--- config.mk ---
export PLATFORM = sky130hd
export DESIGN_NAME = ruf_ctrl
export DESIGN_NICKNAME = d
export VERILOG_FILES = /design/src/hw/rtl/rollback_union_find_macros.svh /design/src/hw/rtl/ruf_pkg.sv /design/src/hw/rtl/ruf_ctrl.sv
export SDC_FILE = /design/constraint.sdc
export NUM_CORES = 1
export LEC_CHECK = 0
export ABC_AREA = 1
export BUFFER_PORTS_ARGS = -buffer_cell sky130_fd_sc_hd__buf_2
export CORE_AREA = 2 2 39 41
export DETAILED_ROUTE_END_ITERATION = 6
export DIE_AREA = 0 0 41 43
export GPL_TIMING_DRIVEN = 1
export PLACE_DENSITY_LB_ADDON = 0.1
export SETUP_SLACK_MARGIN = 0.4
export SYNTH_ARGS = -nofsm -noshare
export SYNTH_HDL_FRONTEND = slang
export SYNTH_SLANG_ARGS = --single-unit
--- constraint.sdc ---
create_clock -name clk -period 1.2 [get_ports clk]
set_input_delay 0.3 -clock clk [delete_from_list [all_inputs] [get_ports clk]]
set_output_delay 0.3 -clock clk [all_outputs]
set_load 0.05 [all_outputs]
--- src/hw/rtl/rollback_union_find_macros.svh ---
// Assertion macros for the rollback union-find block.
// RUF_ASSERT_IMP checks a same-cycle implication, RUF_ASSERT_NXT a next-cycle one.
`ifndef ROLLBACK_UNION_FIND_MACROS_SVH
`define ROLLBACK_UNION_FIND_MACROS_SVH
`ifndef SYNTHESIS
`define RUF_ASSERT_IMP(label, clk, rst_n, ante, cons) \
  label: assert property (@(posedge clk) disable iff (!rst_n) (ante) |-> (cons)) \
    else $error("rollback_union_find: check failed");
`define RUF_ASSERT_NXT(label, clk, rst_n, ante, cons) \
  label: assert property (@(posedge clk) disable iff (!rst_n) (ante) |=> (cons)) \
    else $error("rollback_union_find: check failed");
`else
`define RUF_ASSERT_IMP(label, clk, rst_n, ante, cons)
`define RUF_ASSERT_NXT(label, clk, rst_n, ante, cons)
`endif
`endif

--- src/hw/rtl/ruf_pkg.sv ---
package ruf_pkg;

  localparam int NODE_W        = 11;
  localparam int MAX_NODES_DEF = 1024;
  localparam int IN_TDATA_W    = 24;
  localparam int OUT_TDATA_W   = 16;

  typedef enum logic [1:0] {
    ST_OK    = 2'd0,
    ST_EMPTY = 2'd1,
    ST_RANGE = 2'd2
  } ruf_status_t;

  typedef enum logic [3:0] {
    S_CLEAR,
    S_IDLE,
    S_WALK_A,
    S_WALK_B,
    S_LINK,
    S_POP,
    S_UNDO_C,
    S_UNDO_R,
    S_UNDO_WR,
    S_RESP
  } ruf_state_t;

  typedef enum logic [3:0] {
    OP_NONE,
    OP_CLEAR,
    OP_LOAD,
    OP_WALK_A,
    OP_WALK_B,
    OP_LINK,
    OP_POP,
    OP_UNDO_C,
    OP_UNDO_R,
    OP_UNDO_WR,
    OP_RESULT
  } ruf_op_t;

  // controller -> datapath
  typedef struct packed {
    ruf_op_t     op;
    ruf_status_t res;
  } ruf_ctl_t;

  // datapath -> controller
  typedef struct packed {
    logic in_range;
    logic root_hit;
    logic depth_zero;
    logic clr_last;
    logic out_free;
  } ruf_sts_t;

endpackage

--- src/hw/rtl/ruf_ctrl.sv ---
module ruf_ctrl (
  input  logic              clk,
  input  logic              rst_n,
  input  logic              cfg_we,
  input  logic              in_tvalid,
  input  logic              in_kind,
  input  ruf_pkg::ruf_sts_t sts,
  output logic              in_tready,
  output ruf_pkg::ruf_ctl_t ctl
);

  ruf_pkg::ruf_state_t  state_r, state_nxt;
  ruf_pkg::ruf_status_t res_r, res_nxt;

  always_ff @(posedge clk) begin
    if (!rst_n) begin
      state_r <= ruf_pkg::S_CLEAR;
      res_r   <= ruf_pkg::ST_OK;
    end else begin
      state_r <= state_nxt;
      res_r   <= res_nxt;
    end
  end

  // next state
  always_comb begin
    state_nxt = state_r;
    res_nxt   = res_r;
    unique case (state_r)
      ruf_pkg::S_CLEAR: begin
        if (sts.clr_last) state_nxt = ruf_pkg::S_IDLE;
      end
      ruf_pkg::S_IDLE: begin
        if (in_tvalid) begin
          res_nxt = ruf_pkg::ST_OK;
          if (in_kind) begin
            if (sts.depth_zero) begin
              res_nxt   = ruf_pkg::ST_EMPTY;
              state_nxt = ruf_pkg::S_RESP;
            end else begin
              state_nxt = ruf_pkg::S_POP;
            end
          end else if (!sts.in_range) begin
            res_nxt   = ruf_pkg::ST_RANGE;
            state_nxt = ruf_pkg::S_RESP;
          end else begin
            state_nxt = ruf_pkg::S_WALK_A;
          end
        end
      end
      ruf_pkg::S_WALK_A: begin
        if (sts.root_hit) state_nxt = ruf_pkg::S_WALK_B;
      end
      ruf_pkg::S_WALK_B: begin
        if (sts.root_hit) state_nxt = ruf_pkg::S_LINK;
      end
      ruf_pkg::S_LINK:    state_nxt = ruf_pkg::S_RESP;
      ruf_pkg::S_POP:     state_nxt = ruf_pkg::S_UNDO_C;
      ruf_pkg::S_UNDO_C:  state_nxt = ruf_pkg::S_UNDO_R;
      ruf_pkg::S_UNDO_R:  state_nxt = ruf_pkg::S_UNDO_WR;
      ruf_pkg::S_UNDO_WR: state_nxt = ruf_pkg::S_RESP;
      ruf_pkg::S_RESP: begin
        if (sts.out_free) state_nxt = ruf_pkg::S_IDLE;
      end
      default: state_nxt = ruf_pkg::S_IDLE;
    endcase
    // a node_count write restarts the clearing sweep
    if (cfg_we) state_nxt = ruf_pkg::S_CLEAR;
  end

  // outputs
  always_comb begin
    ctl.res   = res_r;
    ctl.op    = ruf_pkg::OP_NONE;
    in_tready = 1'b0;
    unique case (state_r)
      ruf_pkg::S_CLEAR: ctl.op = ruf_pkg::OP_CLEAR;
      ruf_pkg::S_IDLE: begin
        in_tready = 1'b1;
        if (in_tvalid) ctl.op = ruf_pkg::OP_LOAD;
      end
      ruf_pkg::S_WALK_A:  ctl.op = ruf_pkg::OP_WALK_A;
      ruf_pkg::S_WALK_B:  ctl.op = ruf_pkg::OP_WALK_B;
      ruf_pkg::S_LINK:    ctl.op = ruf_pkg::OP_LINK;
      ruf_pkg::S_POP:     ctl.op = ruf_pkg::OP_POP;
      ruf_pkg::S_UNDO_C:  ctl.op = ruf_pkg::OP_UNDO_C;
      ruf_pkg::S_UNDO_R:  ctl.op = ruf_pkg::OP_UNDO_R;
      ruf_pkg::S_UNDO_WR: ctl.op = ruf_pkg::OP_UNDO_WR;
      ruf_pkg::S_RESP: begin
        if (sts.out_free) ctl.op = ruf_pkg::OP_RESULT;
      end
      default: ctl.op = ruf_pkg::OP_NONE;
    endcase
  end

endmodule

# [After elaboration in Yosys (flattened, before gate mapping)]
# Cells that the tools add are included.
[word_totals] ff_bits=6 latch_bits=0 mem_bits_rw=0 rom_bits=0 output_inout_bits=7 word_cells=38 n_memories=0
[classes] add_sub_neg=0 n_mul=0 div_mod_pow=0 magnitude_cmp=0 n_eq_ne=14 n_shift=0 n_mux=16 n_bitwise=1 reduce_logical=5
[op_table] op="4-bit case mux with 10 select lines" n=1
[op_table] op="4-bit two-way mux" n=9
[op_table] op="4-bit case mux with 9 select lines" n=1
[op_table] op="4-bit by 3-bit equality test with 1-bit output (second input constant)" n=4
[op_table] op="2-bit inequality test (second input constant)" n=5
[op_table] op="4-bit by 2-bit equality test with 1-bit output (second input constant)" n=2
[op_table] op="4-bit equality test (second input constant)" n=2
[op_table] op="2-bit two-way mux" n=3
[op_table] op="5-bit AND reduction" n=1
[op_table] op="4-bit by 1-bit equality test with 1-bit output (second input constant)" n=1
[op_table] op="4-bit logical NOT" n=1
[op_table] op="2-bit OR reduction" n=2
[op_table] op="1-bit two-way mux" n=2
[op_table] op="2-bit AND reduction" n=1
[op_table] op="1-bit inverter" n=1

# [Longest topological paths before layout]
# Gate-level depths: netlist (run 1).
[depth] ltp_word=4 mapped_depth=8 mapped_depth_nobuf=8

# [Least setup slack after synthesis (run 1)]
# Ideal clock, no wire load.
[synth_path] kind="register -> output" startpoint="reg state_r[3]" endpoint="out ctl[4] (netlist bit)" arrival_time_ns=1.567 t_required_ns=0.900 slack_ns=-0.667 stages_incl_launch_ff=4 path_buffers=0 path_cell_list="dfxtp_1 -> inv_1 -> nand2_1 -> o21ai_0"
[synth_rtl] element="start, declared" line="ruf_ctrl.sv:12" rtl="ruf_pkg::ruf_state_t state_r, state_nxt;"
[synth_rtl] element="start signal, assigned" line="ruf_ctrl.sv:17" rtl="state_r <= ruf_pkg::S_CLEAR;"
[synth_rtl] element="start signal, assigned" line="ruf_ctrl.sv:20" rtl="state_r <= state_nxt;"
[synth_rtl] element="end, declared" line="ruf_ctrl.sv:9" rtl="output ruf_pkg::ruf_ctl_t ctl"

==> impl_results.md, run 1 <==
- Crit-path cells: inv_4 > nand2_4 > nor2_4 > nand2_2 > nand4_1 > buf_6
- GPL Wtd Cong: 0.728
- Inst Count DP: 120
- Synth Area in Compound Gates: 10.9%
- Total CTS buffers: 3
- CP max stage delay: ~0.37 ns
- First-pass GRT wire length: 2210 µm
- Max clock buf depth: 2
- Final WS setup: -0.297 ns
- Fin cells: roughly 130
- Worst-Skew Late Latency: ~0.24 ns
- Post-synth EDFFs: 0
- Routed vias/inst: around 4.7
- Leakage: slightly below 0.4 nW
- CP arrival: 1.20 ns
- FF-to-FF End: state_r[0]$_SDFFE_PP0P_
- Drt initial violations: 6
- Pins Over Slew Limit: 0
- Post-synth top area share: 27.5%
- Clock-pin slew on the worst setup and hold paths: 0.05 ns
- Syn Area/Cell: 5.75 µm²
- Period utilization: 125%
- Startpoint Class: flop
- FFs w/ async S/R, synth: 0%
- Max Cap Viol: 0
- Synthesized Nets: between 80 and 90
- H-tree lvl count: 1
- Chip width: 41 µm
- Largest net degree at the start of global routing: 7
- GRT Util Overall: 18.7%
- WHS: 0.300 ns
- ANT cells: 0
- Die area: 0.00176 mm²
- Syn. warnings: 0
- Drt wl/cell: approximately 10 µm
- Layout net count: 121
- Die Y: around 43 µm
- Clock Sinks: 6
- Most instantiated library cell after synthesis: nand2_1
- HP Class: primary input to flop
- Post-synthesis simple-gate area fraction: ~51%
- CTS Hold Bufs: 0
- Skew final: 0.00361 ns
- Grt ovf: 0
- FF-to-FF Start: state_r[0]$_SDFFE_PP0P_
- Post-Synthesis Cells: 76
- Post-Synth Adder-Cell Area: 0%
- Area of the mapped netlist: ~440 µm²
- Starting density of the core: 31.6%
- Failing checks: setup timing
- Synthesis-to-layout area growth: 79.1%
- Status: finished, violations left
- RSZ-0062 raised after global routing: yes
- Yosys top cell by area: dfxtp_1
- Peak VDD IR: 0.600 mV
- FF-to-FF setup slack: 0 ns
- Relative slew slack: 87.3%
- Crit. End Element: primary output
- Tightest Pin Transition: 0.189 ns
- Minimum clock period: 1.50 ns
- Power per standard cell area: 702 mW/mm²
- Hold_sp: cfg_we
- First-pass DRT Iterations: 5
- Vias in the first global route: 572
- Root Driver: clkbuf_4
- HPWL after detailed placement: 1010 µm
- Synth Area in XOR/XNOR: 0%
- Vias: 591
- Synth Register Bits: 6
- Most used DFF post-synth: dfxtp_1
- # setup viols final: 6
- Bufs and invs on worst path: 2
- CP required: 0.90 ns
- CTS tree: yes
- Crit Path Max Fanout: 5
- Core area: 0.00138 mm²
- FF-to-FF path depth: 9
- Worst hold stages: 4
- CP Class: flop to primary output
- Post-synthesis sequential area ratio: 27.5%
- # IOs: 17
- Top cells by count, synth: 23 x nand2_1, 12 x inv_1, 9 x nand3_1, 9 x nor2_1
- # rows: 14
- Input/output buffers: 16
- Final WL: about 1300 µm
- Largest delay share family, worst path: flip-flops
- Initial antenna violation count: 0
- ANT nets after route: 0
- Fraction of layout cells with a size suffix above 1: between 50% and 60%
- Synth top area cells: dfxtp_1 28%, nand2_1 20%, nand3_1 10%, inv_1 10%, nor2_1 7.7%
- Fmax: between 0.6 and 0.7 GHz
- Main combinational cell family by area after synthesis: simple AND/OR/NAND/NOR gates
- Hold EP: state_r[0]$_SDFFE_PP0P_
- Slowest library cell on the worst path: dfxtp_4
- Mux contribution to synthesized area: 0%
- Drc violations: 0
- Synth cell types: 12
- Fin. Hold Viols: 0
-- where the power goes --
group	total [mW]	leakage (nW)	internal [mW]	switching [mW]
Combinational	0.159	0.321	0.0683	0.0908
Sequential	0.209	0.0521	0.202	0.00713
Clock	0.180	0.0138	0.113	0.0676
Total	0.549	0.387	0.383	0.166
-- worst reg2reg max path: cells and delay by family (launching register included) --
| family | cells | cell delay [ns] |
|---|---|---|
| buf+inv | 2 | 0.22 |
| flops | 1 | 0.36 |
| simple gates | 7 | 0.53 |
-- worst max path at each step --
stage,to,depth (start not counted),start
floorplan,ctl[3],5,state_r[1]$_SDFFE_PP0P_
global placement,ctl[3],6,state_r[1]$_SDFFE_PP0P_
detailed placement,ctl[3],6,state_r[3]$_SDFFE_PP0P_
CTS,ctl[3],5,state_r[0]$_SDFFE_PP0P_
global route,ctl[3],6,state_r[1]$_SDFFE_PP0P_
finish,ctl[3],6,state_r[1]$_SDFFE_PP0P_
-- cell usage in the layout (no fill, tap or decap) --
master / synthesis / final
nand2_1: 23 / 15
buf_4: 0 / 15
buf_2: 0 / 9
nand3_1: 9 / 8
nor2_1: 9 / 8
inv_1: 12 / 7
nand2_2: 0 / 6
a21oi_1: 6 / 5
inv_2: 0 / 4
dfxtp_2: 0 / 4
nor2_4: 1 / 3
nand3b_1: 3 / 3
clkbuf_4: 0 / 3
buf_8: 0 / 3
buf_6: 0 / 3
nand2_4: 0 / 2
nand4_1: 2 / 2
dfxtp_4: 0 / 2
inv_4: 0 / 1
nor2_2: 2 / 1
nand3_2: 0 / 1
o211ai_1: 1 / 1
o21ai_1: 0 / 1
o21ai_0: 2 / 1
a21oi_2: 0 / 1
-- layer usage --
| metal | track usage, % | share of wire [%] | up-vias |
|---|---|---|---|
| met5 | 0 | 0 | - |
| met4 | 12.0 | 1.2 | 0 |
| met3 | 1.57 | 4.1 | 2 |
| met2 | 30.3 | 51 | 18 |
| met1 | 21.9 | 43 | 255 |
| li1 | - | - | 316 |
-- sequential cells by signal, indices dropped and copies added, names as in the netlist --
signal and count:
res_r 2, state_r 4
-- area by class of cell --
cell class / count / area, µm²
Fill cell: 143 / 602
Multi-Input combinational cell: 58 / 323
Timing Repair Buffer: 30 / 236
Sequential cell: 6 / 133
Inverter: 12 / 47.5
Clock buffer: 3 / 22.5
Tap cell: 16 / 20.0
-- through the flow --
stage | worst slack, ns | power [mW] | area (µm²) | utilization, % | setup TNS [ns]
after floorplan | -0.421 | 0.294 | 450 | - | -1.39
after global placement | -0.131 | 0.347 | 641 | 46.3 | -0.447
after detailed placement | -0.153 | 0.348 | 641 | 46.3 | -0.484
after CTS | -0.302 | 0.552 | 732 | 52.9 | -1.27
after global routing | -0.349 | 0.583 | 782 | 56.5 | -1.88
final | -0.297 | 0.549 | 782 | 56.5 | -1.21
-- cells by family (layout without fill, tap and decap cells) --
logic type             count (synthesis)  count (layout)
AOI/OAI and AO/OA                      9               9
buffers and inverters                 12              45
DFF                                    6               6
and+or+nand+nor                       49              49
-- timing repair --
item                       in CTS  in global routing
pin swaps                       2                  3
gates resized for setup        21                 13
setup endpoints to repair      13                 13
setup buffers                   1                  1
No activity file was read; power rests on OpenSTA's default activity.
==> run 2: changes to the inputs <==
--- a/config.mk
+++ b/config.mk
@@ -7,9 +7,9 @@
 export LEC_CHECK = 0
 export ABC_AREA = 1
 export BUFFER_PORTS_ARGS = -buffer_cell sky130_fd_sc_hd__buf_2
-export CORE_AREA = 2 2 39 41
+export CORE_MARGIN = 1.5
+export CORE_UTILIZATION = 30
 export DETAILED_ROUTE_END_ITERATION = 6
-export DIE_AREA = 0 0 41 43
 export GPL_TIMING_DRIVEN = 1
 export PLACE_DENSITY_LB_ADDON = 0.1
 export SETUP_SLACK_MARGIN = 0.4
==> impl_results.md, run 2 (synthesized netlist as in run 1, its figures left out) <==
- GPL Wtd Cong: 0.742
- Fin util: 65.4%
- CP required: around 0.90 ns
- Chip width: 41.2 µm
- Largest net degree at the start of global routing: 7
- Hold EP: state_r[0]$_SDFFE_PP0P_
- Number of flip-flops in the largest register: 4
- Max clock buf depth: 2
- Clock-pin slew on the worst setup and hold paths: 0.05 ns
- Vias in the first global route: between 500 and 600
- Failing checks: setup timing
- Input/output buffers: 16
- Reg with most FFs: state_r
- RSZ-0062 raised after global routing: yes
- First-pass GRT wire length: 2180 µm
- HPWL after detailed placement: between 1000 and 1500 µm
- Power per standard cell area: about 670 mW/mm²
- Commonest non-fill, non-tap cell in the layout: buf_4
- Fin. Hold Viols: 0
- Root Driver: clkbuf_4
- Clock Sinks: 6
- Max Cap Viol: 0
- Fraction of layout cells with a size suffix above 1: 65.2%
- Relative slew slack: 83.9%
- Synthesis-to-layout area growth: 99.7%
- Starting density of the core: 32.7%
- Total CTS buffers: 3
- Fmax: 0.659 GHz
- Switch share: 32.8%
- Peak VDD IR: 0.503 mV
- Vias: 623
- HP Class: primary input to flop
- Die Y: ~41 µm
- Initial antenna violation count: 0
- Skew final: about 0.0038 ns
- Logic pwr share: approximately a third
- FF-to-FF setup slack: -0.04 ns
- Tightest Pin Transition: around 0.24 ns
- FF-to-FF Start: state_r[3]$_SDFFE_PP0P_
- # rows: 13
- Die area: 0.00169 mm²
- Drt initial violations: 11
- Minimum clock period: about 1.5 ns
- Period utilization: 126%
- ANT nets after route: 0
- ANT cells: 0
- FF-to-FF path depth: 9
- Worst hold stages: 4
- P_int: 0.395 mW
- CP Class: flop to primary output
- Crit. End Element: primary output
- FF-to-FF End: state_r[3]$_SDFFE_PP0P_
- Drt wl/cell: 11.7 µm
- # IOs: 17
- Drc violations: 0
- Leakage: 0.428 nW
- Sequential share of power: 35.1%
- Worst-Skew Late Latency: 0.25 ns
- Status: finished, violations left
- Grt ovf: 0
- Layout net count: 124
- Clock share of power: 33.3%
- Largest registers: state_r x4, res_r x2
- Final WL: roughly 1500 µm
- # setup viols final: 9
- Startpoint Class: flop
- Pins Over Slew Limit: 0
- Final WS setup: -0.317 ns
- CP arrival: 1.22 ns
- Crit Path Max Fanout: 3
- Overall power: 0.588 mW
- First-pass DRT Iterations: 4
- Core area: 0.00133 mm²
- CTS tree: yes
- GRT Util Overall: between 20% and 30%
- H-tree lvl count: 1
- Routed vias/inst: between 4 and 5
- Hold_sp: cfg_we
- Commonest non-fill, non-tap cells in the layout: 15 x buf_4, 13 x nand2_1, 9 x nand2_2, 9 x buf_2, 7 x nor2_1
- NetSw: just under 0.2 mW
run 2: cell types whose count changed in the layout (fill, tap and decap cells not counted), moves of 2 or more:
| cell | change |
|---|---|
| dfxtp_4 | +2 |
| buf_6 | +3 |
| dfxtp_2 | -2 |
| nor2_4 | +2 |
| nand2_1 | -2 |
| nand3_1 | -4 |
| nand2_2 | +3 |
| a21oi_2 | +4 |
| a21oi_1 | -4 |
| nand3_2 | +4 |
run 2: layout make-up:
type	count	area [µm²]
Sequential cell	6	138
Fill cell	116	462
Inverter	12	52.6
Timing Repair Buffer	33	270
Clock buffer	3	22.5
Tap cell	15	18.8
Multi-Input combinational cell	58	370
run 2: what timing repair did:
item | in CTS | in global routing
setup endpoints to repair | 13 | 13
setup buffers | 1 | 1
pin swaps | 3 | 5
cloned | 0 | 0
gates resized for setup | 37 | 17
hold buffers | 0 | 0
run 2: worst max path at each step:
stage / to / depth (start not counted) / slack, ns / start
2_1_floorplan: ctl[3] / 5 / -0.42 / state_r[1]$_SDFFE_PP0P_
3_3_place_gp: ctl[5] / 5 / -0.18 / state_r[3]$_SDFFE_PP0P_
3_5_place_dp: ctl[5] / 5 / -0.17 / state_r[3]$_SDFFE_PP0P_
4_1_cts: ctl[5] / 6 / -0.28 / state_r[3]$_SDFFE_PP0P_
5_1_grt: ctl[5] / 4 / -0.36 / state_r[3]$_SDFFE_PP0P_
6_report: ctl[5] / 4 / -0.32 / state_r[3]$_SDFFE_PP0P_
run 2: power groups by stage:
| stage | Combinational, mW | Sequential, mW | Clock (mW) |
|---|---|---|---|
| after floorplan | 0.0773 | 0.217 | 0 |
| after global placement | 0.142 | 0.214 | 0 |
| after detailed placement | 0.141 | 0.214 | 0 |
| after CTS | 0.167 | 0.206 | 0.197 |
| after global routing | 0.200 | 0.207 | 0.213 |
| final | 0.186 | 0.207 | 0.196 |
run 2: layer usage:
metal | vias up | wire (µm) | global-route usage [%] | share of wire [%]
li1 | 322 | - | - | -
met1 | 281 | 653 | 24.9 | 44
met2 | 18 | 762 | 32.0 | 51
met3 | 2 | 54 | 3.80 | 3.6
met4 | 0 | 19 | 11.3 | 1.3
met5 | - | 0 | 0 | 0
run 2: worst max-delay path: stages (launching register included):
cell      delay [ns]
dfxtp_4         0.39
buf_4           0.13
nand2_1         0.07
o211ai_1        0.15
buf_4           0.22
run 2: metrics by stage:
stage,instance area [µm²],setup slack [ns],instances,TNS (ns),hold slack [ns]
after global routing,872,-0.359,127,-1.94,0.323
final,872,-0.317,127,-1.40,0.296
after floorplan,450,-0.421,76,-1.39,0.444
after CTS,801,-0.281,126,-1.27,0.293
after global placement,662,-0.181,122,-0.579,0.444
after detailed placement,662,-0.167,122,-0.508,0.450
